[src/rtl/pvke_pkg.sv]
// Shared types, scan codes and segment tables for the keypad value entry block.
`timescale 1ns / 1ps

package pvke_pkg;

  localparam int NUM_DEVICES_DEF = 9;
  localparam int DEV_W           = 4;   // device index and device count
  localparam int VAL_W           = 7;   // stored value, 0..99
  localparam int DIG_W           = 4;
  localparam int SEG_W           = 7;
  localparam int SW_W            = 9;
  localparam int IN_DATA_W       = 24;
  localparam int OUT_DATA_W      = 32;

  typedef enum logic [1:0] {
    KIND_SCAN   = 2'd0,
    KIND_GROUP  = 2'd1,
    KIND_SWITCH = 2'd2
  } kind_t;

  localparam logic [1:0] GROUP_UNUSED = 2'd3;

  localparam logic [7:0] SC_BREAK = 8'hF0;
  localparam logic [7:0] SC_KEY_A = 8'h1C;
  localparam logic [7:0] SC_KEY_B = 8'h32;
  localparam logic [7:0] SC_KEY_C = 8'h21;
  localparam logic [7:0] SC_ENTER = 8'h5A;

  localparam logic [SW_W-1:0] SW_MASK = 9'h1FF;

  typedef struct packed {
    logic [1:0]      kind;
    logic [7:0]      scan_byte;
    logic [1:0]      group_select;
    logic [SW_W-1:0] switches;
  } item_t;

  typedef struct packed {
    logic             display_update;
    logic [SEG_W-1:0] letter_segments;
    logic [SEG_W-1:0] tens_segments;
    logic [SEG_W-1:0] ones_segments;
    logic [SW_W-1:0]  device_leds;
  } res_t;

  typedef struct packed {
    logic             hit;
    logic [DIG_W-1:0] digit;
  } digit_key_t;

  function automatic digit_key_t digit_of(input logic [7:0] b);
    digit_key_t r;
    r.hit = 1'b1;
    unique case (b)
      8'h45:   r.digit = 4'd0;
      8'h16:   r.digit = 4'd1;
      8'h1E:   r.digit = 4'd2;
      8'h26:   r.digit = 4'd3;
      8'h25:   r.digit = 4'd4;
      8'h2E:   r.digit = 4'd5;
      8'h36:   r.digit = 4'd6;
      8'h3D:   r.digit = 4'd7;
      8'h3E:   r.digit = 4'd8;
      8'h46:   r.digit = 4'd9;
      default: begin
        r.hit   = 1'b0;
        r.digit = 4'd0;
      end
    endcase
    return r;
  endfunction

  function automatic logic [SEG_W-1:0] seg_of(input logic [DIG_W-1:0] d);
    logic [SEG_W-1:0] s;
    unique case (d)
      4'd0:    s = 7'h3F;
      4'd1:    s = 7'h06;
      4'd2:    s = 7'h5B;
      4'd3:    s = 7'h4F;
      4'd4:    s = 7'h66;
      4'd5:    s = 7'h6D;
      4'd6:    s = 7'h7D;
      4'd7:    s = 7'h07;
      4'd8:    s = 7'h7F;
      4'd9:    s = 7'h67;
      default: s = 7'h00;
    endcase
    return s;
  endfunction

  function automatic logic [SEG_W-1:0] seg_letter(input logic [1:0] k);
    logic [SEG_W-1:0] s;
    unique case (k)
      2'd0:    s = 7'h77;
      2'd1:    s = 7'h7C;
      2'd2:    s = 7'h39;
      default: s = 7'h00;
    endcase
    return s;
  endfunction

  // v / 10 by reciprocal, exact over the 7-bit range
  function automatic logic [DIG_W-1:0] div10(input logic [VAL_W-1:0] v);
    logic [14:0] p;
    p = 15'(v) * 15'd205;
    return p[14:11];
  endfunction

endpackage

[src/rtl/pvke_in_stage.sv]
// Input register stage: holds one accepted item until the core takes it.
`timescale 1ns / 1ps

module pvke_in_stage (
  input  logic          clk,
  input  logic          rst_n,
  input  logic          in_tvalid,
  output logic          in_tready,
  input  pvke_pkg::item_t in_item,
  input  logic          advance,
  output logic          item_valid,
  output pvke_pkg::item_t item
);
  import pvke_pkg::*;

  logic  valid_r, valid_nxt;
  item_t item_r;

  assign in_tready = !valid_r || advance;
  assign valid_nxt = (in_tvalid && in_tready) || (valid_r && !advance);

  always_ff @(posedge clk) begin
    if (!rst_n) begin
      valid_r <= 1'b0;
    end else begin
      valid_r <= valid_nxt;
    end
  end

  always_ff @(posedge clk) begin
    if (in_tvalid && in_tready) begin
      item_r <= in_item;
    end
  end

  assign item_valid = valid_r;
  assign item       = item_r;

endmodule

[src/rtl/pvke_entry_core.sv]
// Entry state and single-pass item decode: device selection, digit buffer, commit.
`timescale 1ns / 1ps

module pvke_entry_core #(
  parameter int NUM_DEVICES = pvke_pkg::NUM_DEVICES_DEF
) (
  input  logic            clk,
  input  logic            rst_n,
  input  logic            step,
  input  pvke_pkg::item_t item,
  output pvke_pkg::res_t  res
);
  import pvke_pkg::*;

  localparam int IDX_W = $clog2(NUM_DEVICES);
  localparam logic [DEV_W-1:0] NUM_DEV = DEV_W'(NUM_DEVICES);

  logic [VAL_W-1:0] stored_r  [NUM_DEVICES];
  logic [VAL_W-1:0] stored_nxt[NUM_DEVICES];
  logic [DEV_W-1:0] chosen_r, chosen_nxt;
  logic [1:0]       chosen_key_r, chosen_key_nxt;   // chosen device mod 3
  logic [1:0]       group_r, group_nxt;
  logic             entering_r, entering_nxt;
  logic [1:0]       held_r, held_nxt;
  logic [DIG_W-1:0] dig0_r, dig0_nxt, dig1_r, dig1_nxt;
  logic             skip_r, skip_nxt;
  logic [DEV_W-1:0] count_r, count_nxt;
  logic [SW_W-1:0]  sw_r, sw_nxt;

  always_comb begin
    digit_key_t       dk;
    logic [1:0]       k;
    logic [DEV_W-1:0] dev;
    logic [VAL_W-1:0] v;
    logic [DIG_W-1:0] tens;
    logic [DIG_W-1:0] dig0_eff;
    logic [1:0]       held_eff;
    logic [15:0]      mask;

    stored_nxt     = stored_r;
    chosen_nxt     = chosen_r;
    chosen_key_nxt = chosen_key_r;
    group_nxt      = group_r;
    entering_nxt   = entering_r;
    held_nxt       = held_r;
    dig0_nxt       = dig0_r;
    dig1_nxt       = dig1_r;
    skip_nxt       = skip_r;
    count_nxt      = count_r;
    sw_nxt         = sw_r;
    res            = '0;

    dk       = digit_of(item.scan_byte);
    k        = (item.scan_byte == SC_KEY_A) ? 2'd0 :
               (item.scan_byte == SC_KEY_B) ? 2'd1 : 2'd2;
    dev      = DEV_W'(group_r) * DEV_W'(3) + DEV_W'(k);
    v        = stored_r[dev[IDX_W-1:0]];
    tens     = div10(v);
    dig0_eff = entering_r ? dig0_r : '0;
    held_eff = entering_r ? held_r : 2'd0;

    case (item.kind)
      KIND_SCAN: begin
        if (skip_r) begin
          skip_nxt = 1'b0;
        end else if (item.scan_byte == SC_BREAK) begin
          skip_nxt = 1'b1;
        end else if (item.scan_byte == SC_KEY_A || item.scan_byte == SC_KEY_B ||
                     item.scan_byte == SC_KEY_C) begin
          if (dev < NUM_DEV) begin
            chosen_nxt          = dev;
            chosen_key_nxt      = k;
            entering_nxt        = 1'b0;
            held_nxt            = 2'd0;
            res.display_update  = 1'b1;
            res.letter_segments = seg_letter(k);
            res.tens_segments   = seg_of(tens);
            res.ones_segments   = seg_of(DIG_W'(v - VAL_W'(tens) * VAL_W'(10)));
          end
        end else if (item.scan_byte == SC_ENTER) begin
          if (entering_r && held_r != 2'd0 && chosen_r < NUM_DEV) begin
            res.display_update  = 1'b1;
            res.letter_segments = seg_letter(chosen_key_r);
            if (held_r == 2'd2) begin
              stored_nxt[chosen_r[IDX_W-1:0]] =
                VAL_W'(dig0_r) * VAL_W'(10) + VAL_W'(dig1_r);
              res.tens_segments = seg_of(dig0_r);
              res.ones_segments = seg_of(dig1_r);
            end else begin
              stored_nxt[chosen_r[IDX_W-1:0]] = VAL_W'(dig0_r);
              res.tens_segments = seg_of('0);
              res.ones_segments = seg_of(dig0_r);
            end
            entering_nxt = 1'b0;
            if (count_r < NUM_DEV) begin
              count_nxt = count_r + DEV_W'(1);
            end
          end
          held_nxt = 2'd0;
          dig0_nxt = '0;
          dig1_nxt = '0;
        end else if (dk.hit) begin
          entering_nxt = 1'b1;
          if (!entering_r) begin
            held_nxt = 2'd0;
            dig0_nxt = '0;
            dig1_nxt = '0;
          end
          if (held_eff < 2'd2) begin
            if (held_eff == 2'd0) begin
              dig0_nxt = dk.digit;
            end else begin
              dig1_nxt = dk.digit;
            end
            held_nxt            = held_eff + 2'd1;
            res.display_update  = 1'b1;
            res.letter_segments = seg_letter(chosen_key_r);
            res.tens_segments   = seg_of((held_eff == 2'd1) ? dig0_eff : '0);
            res.ones_segments   = seg_of(dk.digit);
          end
        end
      end
      KIND_GROUP: begin
        if (item.group_select != GROUP_UNUSED) begin
          group_nxt = item.group_select;
        end
      end
      KIND_SWITCH: begin
        sw_nxt = item.switches & SW_MASK;
      end
      default: ;
    endcase

    // LEDs follow the count after this item's commit
    mask            = (16'd1 << count_nxt) - 16'd1;
    res.device_leds = sw_nxt & mask[SW_W-1:0];
  end

  always_ff @(posedge clk) begin
    if (!rst_n) begin
      for (int i = 0; i < NUM_DEVICES; i++) begin
        stored_r[i] <= '0;
      end
      chosen_r     <= '0;
      chosen_key_r <= '0;
      group_r      <= '0;
      entering_r   <= 1'b0;
      held_r       <= '0;
      dig0_r       <= '0;
      dig1_r       <= '0;
      skip_r       <= 1'b0;
      count_r      <= '0;
      sw_r         <= '0;
    end else if (step) begin
      stored_r     <= stored_nxt;
      chosen_r     <= chosen_nxt;
      chosen_key_r <= chosen_key_nxt;
      group_r      <= group_nxt;
      entering_r   <= entering_nxt;
      held_r       <= held_nxt;
      dig0_r       <= dig0_nxt;
      dig1_r       <= dig1_nxt;
      skip_r       <= skip_nxt;
      count_r      <= count_nxt;
      sw_r         <= sw_nxt;
    end
  end

endmodule

[src/rtl/ps2_keypad_value_entry.sv]
// Top level: keypad value entry, input stage, entry core and result register.
//
//   channel   dir  handshake            tdata / tuser
//   in_       in   in_tvalid/in_tready  24-bit data, 2-bit kind
//   out_      out  out_tvalid/out_tready 32-bit data, 1-bit display flag
//
// Every item gives one result, held in the input register and then in the result
// register; one item per cycle is sustained while the output takes results, set
// by the single pass through the entry core between these two registers.
// Synchronous active-low reset clears all entry state and both stages.
// A stalled output holds its result; the input stage keeps taking items
// until it too is full.
`timescale 1ns / 1ps

module ps2_keypad_value_entry #(
  parameter int NUM_DEVICES = pvke_pkg::NUM_DEVICES_DEF
) (
  input  logic                              clk,
  input  logic                              rst_n,
  input  logic                              in_tvalid,
  output logic                              in_tready,
  // [7:0] scan_byte, [9:8] group_select, [18:10] switches, rest zero
  input  logic [pvke_pkg::IN_DATA_W-1:0]    in_tdata,
  // [1:0] kind
  input  logic [1:0]                        in_tuser,
  output logic                              out_tvalid,
  input  logic                              out_tready,
  // [6:0] letter_segments, [13:7] tens_segments, [20:14] ones_segments,
  // [29:21] device_leds, rest zero
  output logic [pvke_pkg::OUT_DATA_W-1:0]   out_tdata,
  // [0] display_update
  output logic                              out_tuser
);
  import pvke_pkg::*;

  item_t in_item, item;
  res_t  res, out_res_r;
  logic  item_valid, advance, load;
  logic  out_valid_r, out_valid_nxt;

  assign in_item.kind         = in_tuser;
  assign in_item.scan_byte    = in_tdata[7:0];
  assign in_item.group_select = in_tdata[9:8];
  assign in_item.switches     = in_tdata[18:10];

  assign load    = !out_valid_r || out_tready;
  assign advance = item_valid && load;

  pvke_in_stage u_in_stage (
    .clk        (clk),
    .rst_n      (rst_n),
    .in_tvalid  (in_tvalid),
    .in_tready  (in_tready),
    .in_item    (in_item),
    .advance    (advance),
    .item_valid (item_valid),
    .item       (item)
  );

  pvke_entry_core #(
    .NUM_DEVICES (NUM_DEVICES)
  ) u_core (
    .clk   (clk),
    .rst_n (rst_n),
    .step  (advance),
    .item  (item),
    .res   (res)
  );

  assign out_valid_nxt = load ? item_valid : out_valid_r;

  always_ff @(posedge clk) begin
    if (!rst_n) begin
      out_valid_r <= 1'b0;
    end else begin
      out_valid_r <= out_valid_nxt;
    end
  end

  always_ff @(posedge clk) begin
    if (advance) begin
      out_res_r <= res;
    end
  end

  assign out_tvalid = out_valid_r;
  assign out_tuser  = out_res_r.display_update;
  assign out_tdata  = {2'b00, out_res_r.device_leds, out_res_r.ones_segments,
                       out_res_r.tens_segments, out_res_r.letter_segments};

  // a blank display carries no segments
  assert property (@(posedge clk) disable iff (!rst_n)
    out_tvalid && !out_tuser |-> out_tdata[20:0] == 21'd0)
    else $error("segments set without display update");

  // a shown display always carries one of the three device letters
  assert property (@(posedge clk) disable iff (!rst_n)
    out_tvalid && out_tuser |->
      out_tdata[6:0] == 7'h77 || out_tdata[6:0] == 7'h7C || out_tdata[6:0] == 7'h39)
    else $error("bad device letter");

  // LEDs never light above the device bank
  assert property (@(posedge clk) disable iff (!rst_n)
    out_tvalid |-> (out_tdata[29:21] >> NUM_DEVICES) == 9'd0)
    else $error("LED beyond device bank");

  // an item moving out of the input stage shows up as a result next cycle
  assert property (@(posedge clk) disable iff (!rst_n)
    advance |=> out_tvalid)
    else $error("result lost after input stage advance");

endmodule

[config.mk]
export PLATFORM = sky130hd
export DESIGN_NAME = ps2_keypad_value_entry
export DESIGN_NICKNAME = d
export VERILOG_FILES = /design/src/rtl/pvke_pkg.sv /design/src/rtl/pvke_in_stage.sv /design/src/rtl/pvke_entry_core.sv /design/src/rtl/ps2_keypad_value_entry.sv
export SDC_FILE = /design/constraint.sdc
export NUM_CORES = 1
export LEC_CHECK = 0
export BUFFER_PORTS_ARGS = -buffer_cell sky130_fd_sc_hd__buf_2
export CAP_MARGIN = 20
export CORE_MARGIN = 2
export CORE_UTILIZATION = 60
export CTS_CLUSTER_DIAMETER = 40
export CTS_CLUSTER_SIZE = 12
export DETAILED_ROUTE_END_ITERATION = 8
export GPL_TIMING_DRIVEN = 0
export PLACE_DENSITY = 0.79
export SETUP_SLACK_MARGIN = 0.1
export SLEW_MARGIN = 30
export SYNTH_ARGS = -nofsm -noshare
export SYNTH_HDL_FRONTEND = slang
export SYNTH_HIERARCHICAL = 1
export SYNTH_SLANG_ARGS = --single-unit
[constraint.sdc]
create_clock -name clk -period 10.05 [get_ports clk]
set_input_delay 0 -clock clk [delete_from_list [all_inputs] [get_ports clk]]
set_output_delay 0 -clock clk [all_outputs]
set_load 0.01 [all_outputs]
==> results by stage, run 1 <==
Placed design:
- The final estimated routing congestion in global placement is 0.943.
- The port buffer count is 57.
- The sum of net half-perimeters after detailed placement is 16,900 µm.
- The post-detailed-placement cell area is 10,800 µm².

Clock tree:
- The tree is rooted in a sky130_fd_sc_hd__clkbuf_16.
- Post-CTS timing repair inserted 0 buffers for setup.
- The clock tree buffer depth is 2.
- The clock transition at the registers of the reported paths is 0.07 ns.
- The H-tree generated during clock tree synthesis spans 4 levels.
- The latest clock arrival within the worst-skew pair is 0.44 ns.
- The clock tree from TritonCTS is built.
- Counting every sink on the clock net gives 164.
- The number of clock buffers added by TritonCTS is 17.

Route:
- The via total after detailed routing is 8,121.
- The violation count after the first detailed-routing iteration is 679.
- In the routed layout, each cell is associated on average with a via count of 5.88.
- For this run, design rule violations remaining after detail routing come to 0.
- The detail-routed net length per standard cell is 17.5 µm.
- The first-pass iteration count of the detailed router is 6.
- The routed wire length is 24,200 µm.
- The post-detailed-route count of antenna-violating nets is 0.

STA:
- Setup repair after global routing left no endpoint under its margin.
- The worst pin sits at a relative slew slack of 33.4%.
- Setup violations remaining at the end of the flow were counted as 0.
- Hold is met by 0.119 ns.
- The top achievable clock speed is 107 MHz.
- The number of endpoints with negative hold slack in the final report is 0.
- The share of the cycle needed by the critical path after routing is 93.2%.
- The slew at the pin closest to its max-slew limit is 0.994 ns.
- The final max-slew violation count is 0.
- Clock skew on the completed layout was measured at 0.00906 ns.
- The setup TNS after final layout is 0 ns.
- The final critical-path required period is 9.36 ns.

Setup path:
- For the worst flop-to-flop path, the logic depth is 36.
- The kind of end point of the critical path is a flip-flop.
- The slowest stage of the critical path is the sky130_fd_sc_hd__fa_1 cell.
- Of all nets on the critical path, the largest fanout is 10.
- Data on the critical path arrives at its endpoint at 9.54 ns.
- In this design, the stage delay of the slowest critical-path cell is 0.55 ns.
- The critical setup path kind is flip-flop to flip-flop.
- The required time at the endpoint of the critical path is 10.22 ns.
- The category of the worst setup path launch point is a flip-flop.
- The most numerous cell on the critical path is sky130_fd_sc_hd__inv_1.

Flow run:
- The max-cap check violation count is 0.

Synthesis:
- In this run, synthesis produced a sequential element count of 164.
- By count the netlist is led by 112 x sky130_fd_sc_hd__dfxtp_1, 107 x sky130_fd_sc_hd__nand2_1, 84 x sky130_fd_sc_hd__ha_1.
- The cell type with the highest aggregate area in the netlist is sky130_fd_sc_hd__dfxtp_1.
- The number of enable-type register cells in the synthesized netlist is 52.
- The mapped netlist covers 10,200 µm².
- After synthesis, the cell types taking the most area are sky130_fd_sc_hd__dfxtp_1 22%, sky130_fd_sc_hd__edfxtp_1 15%, sky130_fd_sc_hd__ha_1 10%.
- Of the post-synthesis cell area, the dominant cell type holds 21.9%.
- The synthesized netlist cell count is 1,045.
- The flip-flop cell with the highest count after synthesis is sky130_fd_sc_hd__dfxtp_1.
- Averaged over all synthesized cells, the footprint is 9.79 µm².
- The yosys synthesis warning count is 6.
- The share of the Yosys chip area taken by registers is 37.2%.
- The most common cell in the synthesized netlist is sky130_fd_sc_hd__dfxtp_1.
- Of all flip-flops after synthesis, the portion carrying an async set or reset was 0%.
- Counting distinct cell types in the post-synthesis netlist gives 93.

GRT:
- The number of global-route vias before repair was 7,959.
- The initial antenna violation count was 0.
- Entering global routing, the biggest net connects 23 pins.
- The remaining global-route overflow is 0.
- The total track usage is 27.9%.
- The global-route wire length before repair is 39,700 µm.

Die:
- In this run the core area contains 47 standard-cell rows.
- The die is 135 µm wide.
- For this design the top-level I/O count stands at 65.
- The total die area is 18,100 µm².
- The initial utilization of the core area, before any placement, comes to 61.5%.
- The floorplan step set the die height to 135 µm.
- The core region is 16,600 µm².

Finish:
- The area of all placed cells without fillers is 11,700 µm².
- The post-route netlist has 14.3% of its cells at a drive strength greater than 1.
- Cells fill 70.6% of the core in the end.
- The relative area change from synthesis to final layout is 14.7%.
- The repair_antennas step left the layout with diodes totalling 0.
- The final layout net count is 1,274.

Pwr:
- Power spread over the standard cell area amounts to 129 nW/µm².
- The total power is 1.51 mW.
- IR analysis of the VDD net gives a maximum drop of 0.000139 V.
- The standby leakage power is 5.11 nW.

Status:
- The flow ran to the end, and the final reports show no timing, DRC or antenna violations.

Min path:
- The type of the most critical hold path is primary input to flip-flop.
- Along the worst hold path, the cell count comes to 3.
==> cells by family (layout without fill, tap and decap cells) <==
logic type,count (synthesis),after routing,share of synthesized area (%)
simple gates,319,319,16.2
compound gates,237,237,16.7
flops,164,164,37.2
buf+inv,121,236,4.93
fa+ha+maj,96,96,12.6
mux,85,85,10.1
xor+xnor,22,22,2.27
other cells,1,2,0.0366
==> worst max-delay path, delay by kind of cell (launching register included) <==
| kind | cells | cell delay (ns) |
|---|---|---|
| adder cells (fa/ha/maj) | 9 | 3.31 |
| XOR/XNOR | 4 | 0.82 |
| multiplexers | 3 | 1.01 |
| AND/OR/NAND/NOR | 4 | 0.97 |
| buffers and inverters | 9 | 0.92 |
| AO/OA/AOI/OAI | 7 | 1.68 |
| flip-flops | 1 | 0.35 |
==> report_power, final <==
part | switching (mW) | internal, mW
logic | 0.0730 | 0.0532
registers | 0.00792 | 0.700
clock network | 0.284 | 0.396
==> stage by stage <==
step,setup slack [ns],instances
3_3_place_gp,0.262,1323
2_1_floorplan,1.44,1046
5_1_grt,0.122,1381
6_report,0.688,1381
3_5_place_dp,0.151,1324
4_1_cts,0.211,1381
==> timing repair <==
action | CTS | global route
resized for setup | 1 | 8
hold endpoints to repair | 23 | 0
setup endpoints to repair | 1 | 7
hold buffers | 25 | 0
==> per-layer routing <==
layer	global-route usage (%)	wire length [µm]	vias up
li1	-	-	3958
met1	35.4	10400	3833
met2	47.8	11900	284
met3	4.92	1360	46
met4	10.3	565	0
met5	0	0	-
==> registers in the layout, summed over array words and instances (netlist names), named ones only <==
register,cells
u_core/held_r,2
u_core/stored_r,63
u_core/dig1_r,4
out_tdata,30
out_tvalid,1
out_tuser,1
u_core/chosen_r,4
u_in_stage/item_valid,1
u_core/count_r,4
u_in_stage/item,21
u_core/sw_r,9
u_core/dig0_r,4
u_core/skip_r,1
u_core/group_r,2
u_core/chosen_key_r,2
u_core/entering_r,1
==> path summary, 6_finish.rpt <==
path | from | endpoint | slack, ns
min reg2reg | u_core/sw_r[2] | u_core/sw_r[2] | 0.47
max reg2reg | u_in_stage/item[17] | out_tdata[19] | 0.69
min | out_tready | out_tdata[27] | 0.12
max | u_in_stage/item[17] | out_tdata[19] | 0.69
==> layout make-up <==
type / instances / area (µm²)
Timing Repair Buffer: 83 / 563
Multi-Input combinational cell: 761 / 5970
Clock buffer: 22 / 517
Fill cell: 1222 / 4900
Tap cell: 220 / 275
Clock inverter: 10 / 103
Sequential cell: 164 / 3800
Buffer: 57 / 269
Inverter: 64 / 240
==> cell usage in the layout, fill, tap and decap left out, types with 6 or more instances in the layout <==
master,synthesis,layout
sky130_fd_sc_hd__clkbuf_1,38,36
sky130_fd_sc_hd__edfxtp_1,52,52
sky130_fd_sc_hd__ha_1,84,84
sky130_fd_sc_hd__a21boi_0,13,13
sky130_fd_sc_hd__nor2_1,52,50
sky130_fd_sc_hd__a21o_1,8,8
sky130_fd_sc_hd__nand3_1,16,16
sky130_fd_sc_hd__o22ai_1,7,7
sky130_fd_sc_hd__buf_2,10,67
sky130_fd_sc_hd__inv_1,64,64
sky130_fd_sc_hd__mux2_2,8,8
sky130_fd_sc_hd__nor3_1,17,16
sky130_fd_sc_hd__and2_1,12,12
sky130_fd_sc_hd__nand2b_1,15,15
sky130_fd_sc_hd__dfxtp_1,112,112
sky130_fd_sc_hd__mux4_2,13,13
sky130_fd_sc_hd__or3_1,7,7
sky130_fd_sc_hd__o211a_1,32,32
sky130_fd_sc_hd__o21ai_0,36,36
sky130_fd_sc_hd__buf_4,6,6
sky130_fd_sc_hd__clkbuf_16,0,19
sky130_fd_sc_hd__xnor2_1,11,11
sky130_fd_sc_hd__fa_1,12,12
sky130_fd_sc_hd__dlygate4sd3_1,0,25
sky130_fd_sc_hd__o21a_1,8,8
sky130_fd_sc_hd__a22o_1,6,6
sky130_fd_sc_hd__xor2_1,8,7
sky130_fd_sc_hd__a21oi_1,57,57
sky130_fd_sc_hd__nand2_1,107,107
sky130_fd_sc_hd__nor2b_1,54,53
sky130_fd_sc_hd__mux2i_1,61,61
sky130_fd_sc_hd__a31oi_1,13,13
No activity file was read; power rests on OpenSTA's default activity.
==> run 2: changes to the inputs <==
Clock period 10.05 ns to 10.2 ns, I/O delays scaled along.
==> run 2 against run 1 <==
Net effect:
- first-iteration DRC count grew 14%
- clock skew increased by 0.0011 ns
- sequential share of layout area about the same
- largest power group unchanged
- global-route usage unchanged
- die area unchanged
- core utilization down 0.083 points
- highest routed layer unchanged
==> results by stage, run 2 (synthesized netlist as in run 1, its figures left out) <==
Status:
- Run status: complete, no violations (unchanged).

Route:
- The violation count after the first detailed-routing iteration came to 772 (was 679).
- The post-detailed-route count of antenna-violating nets is 0 (unchanged).
- The via total after detailed routing is 8,134 (was 8,121).
- The routed wire length came to 24,100 µm (was 24,200 µm).
- The first-pass iteration count of the detailed router is 5 (was 6).
- The detail-routed net length per standard cell was 17.4 µm (was 17.5 µm).
- The remaining design rule violation count is 0 (unchanged).
- The per-cell via count in the routed design is 5.89 (was 5.88).

Clock tree:
- The clock root buffer is sky130_fd_sc_hd__clkbuf_16 (unchanged).
- The number of H-tree levels is 4 (unchanged).
- The clock transition at the registers of the reported paths is 0.07 ns (about the same).
- The number of CTS-inserted buffers is 17 (unchanged).
- The setup fix buffers added after clock tree synthesis was 0 (unchanged).
- The clock tree buffer depth is 2 (unchanged).
- The clock tree from TritonCTS is built (unchanged).
- The latest clock arrival within the worst-skew pair is 0.44 ns (about the same).
- The clock sink count came to 164 (unchanged).

Min path:
- The type of the most critical hold path is primary input to flip-flop (unchanged).

STA:
- The worst max-slew margin expressed relative to the limit is 37.6% (was 33.4%).
- The share of the cycle needed by the critical path after routing came to 93.1% (was 93.2%).
- The number of endpoints with negative hold slack in the final report was 0 (unchanged).
- The top achievable clock speed is 105 MHz (was 107 MHz).
- The final clock skew is 0.0101 ns (was 0.00906 ns).
- The slew at the pin closest to its max-slew limit was 0.931 ns (was 0.994 ns).
- The final max-slew violation count is 0 (unchanged).
- Setup repair after global routing missed its margin: false (unchanged).
- The setup TNS after final layout is 0 ns (unchanged).
- The final critical-path required period is 9.49 ns (was 9.36 ns).
- The number of endpoints failing setup at the final stage is 0 (unchanged).

Setup path:
- The longest individual stage delay on the worst path is 0.55 ns (about the same).
- The critical setup path kind is flip-flop to flip-flop (unchanged).
- The count of cells along the worst register-to-register path is 36 (unchanged).
- The first element of the critical path is u_in_stage/item[15] (was u_in_stage/item[17]).
- The launching point of the worst reg2reg path is u_in_stage/item[15] (was u_in_stage/item[17]).
- The category of the worst setup path launch point was a flip-flop (unchanged).
- The kind of end point of the critical path is a flip-flop (unchanged).
- The register-to-register setup slack is 0.71 ns (was 0.69 ns).
- The end point of the critical path is out_tdata[19] (unchanged).
- The maximum net fanout on the critical path is 10 (unchanged).
- The most numerous cell on the critical path is sky130_fd_sc_hd__inv_1 (unchanged).
- The endpoint of the most critical register-to-register path is out_tdata[19] (unchanged).
- The master of the slowest instance on the critical path is sky130_fd_sc_hd__fa_1 (unchanged).
- The required time at the endpoint of the critical path is 10.37 ns (was 10.22 ns).
- The data arrival time of the critical path was 9.67 ns (was 9.54 ns).

Finish:
- The fraction of layout cells with a size suffix above 1 is 14.3% (unchanged).
- The area of all placed cells without fillers was 11,700 µm² (about the same).
- The final layout net count came to 1,274 (unchanged).
- The register ranked first by flip-flop count is u_core/stored_r (unchanged).
- The flip-flop count of the largest register, all copies and words added is 63 (unchanged).
- The most common cell after layout, fill and taps aside is sky130_fd_sc_hd__dfxtp_1 (unchanged).
- The relative area change from synthesis to final layout came to 14.6% (was 14.7%).
- Most frequent cells in the layout: 112 x sky130_fd_sc_hd__dfxtp_1, 107 x sky130_fd_sc_hd__nand2_1, 84 x sky130_fd_sc_hd__ha_1 (unchanged).
- The count of antenna diodes in the layout came to 0 (unchanged).

Flow run:
- The max-cap check violation count came to 0 (unchanged).

Placed design:
- The final estimated routing congestion in global placement came to 0.943 (unchanged).
- The post-detailed-placement cell area is 10,800 µm² (unchanged).
- The port buffer count is 57 (unchanged).
- The sum of net half-perimeters after detailed placement was 16,900 µm (unchanged).

Die:
- The total number of placement rows is 47 (unchanged).
- The horizontal extent of the die was 135 µm (unchanged).
- The overall die height is 135 µm (unchanged).
- The floorplan core area was 16,600 µm² (unchanged).
- The initial core utilization is 61.5% (unchanged).
- The I/O pin total is 65 (unchanged).
- The total die area was 18,100 µm² (unchanged).

Pwr:
- The power per cell area was 127 nW/µm² (was 129 nW/µm²).
- The worst IR drop on VDD is 0.000137 V (was 0.000139 V).
- The total power is 1.49 mW (was 1.51 mW).
- The standby leakage power was 5.11 nW (about the same).

GRT:
- The total track usage came to 27.9% (unchanged).
- The number of global-route vias before repair came to 7,959 (unchanged).
- The remaining global-route overflow was 0 (unchanged).
- The initial antenna violation count is 0 (unchanged).
- The global-route wire length before repair was 39,700 µm (unchanged).
- The largest net degree at the start of global routing was 23 (unchanged).
run 2: worst max-delay path: cells and delay by family (launching register included):
| kind | cells | cell delay [ns] |
|---|---|---|
| AOI/OAI and AO/OA | 7 | 1.66 |
| xor gates and xnor gates | 4 | 0.89 |
| adders and majority gates | 9 | 3.31 |
| buffers and inverters | 10 | 1.43 |
| DFF | 1 | 0.32 |
| muxes | 3 | 0.99 |
| and+or+nand+nor | 3 | 0.59 |
run 2: layout make-up:
| cell class | count | area (µm²) |
|---|---|---|
| Multi-Input combinational cell | 761 | 5960 |
| Fill cell | 1222 | 4910 |
| Sequential cell | 164 | 3800 |
| Timing Repair Buffer | 83 | 563 |
| Clock buffer | 22 | 517 |
| Tap cell | 220 | 275 |
| Buffer | 57 | 267 |
| Inverter | 64 | 240 |
| Clock inverter | 10 | 103 |
run 2: what timing repair did:
action,in CTS,in global routing
gates resized for setup,0,7
endpoints found under the hold margin,23,0
endpoints found under the setup margin,0,7
hold buffers,25,0
run 2: how the worst min path moves through the flow:
stage	to	slack, ns	cells past startpoint	from
after floorplan	u_in_stage/item[0]	0.1	0	in_tdata[10]
after global placement	u_in_stage/item[2]	0.18	1	in_tdata[12]
after detailed placement	u_in_stage/item[2]	0.18	1	in_tdata[12]
after CTS	out_tdata[27]	0.12	3	out_tready
after global routing	out_tdata[28]	0.13	3	out_tready
final	out_tdata[27]	0.12	3	out_tready
run 2: report_power, final:
| part | internal [mW] | switching, mW |
|---|---|---|
| combinational | 0.0522 | 0.0716 |
| clock | 0.390 | 0.281 |
| sequential | 0.690 | 0.00779 |
| total | 1.13 | 0.360 |
run 2: layer usage:
metal / wire length [µm] / up-vias / global-route usage (%) / share of wire (%)
li1: - / 3947 / - / -
met1: 10400 / 3845 / 35.4 / 43
met2: 11700 / 290 / 47.8 / 49
met3: 1320 / 52 / 4.92 / 5.5
met4: 603 / 0 / 10.3 / 2.5
met5: 0 / - / 0 / 0
run 2: metrics by stage:
| stage | util (%) | hold slack, ns | cells | setup slack [ns] |
|---|---|---|---|---|
| floorplan | - | 0.0989 | 1046 | 1.59 |
| global placement | 64.9 | 0.177 | 1323 | 0.412 |
| detailed placement | 65.1 | 0.178 | 1324 | 0.301 |
| CTS | 70.4 | 0.118 | 1381 | 0.241 |
| global route | 70.5 | 0.126 | 1381 | 0.150 |
| finish | 70.5 | 0.120 | 1381 | 0.705 |
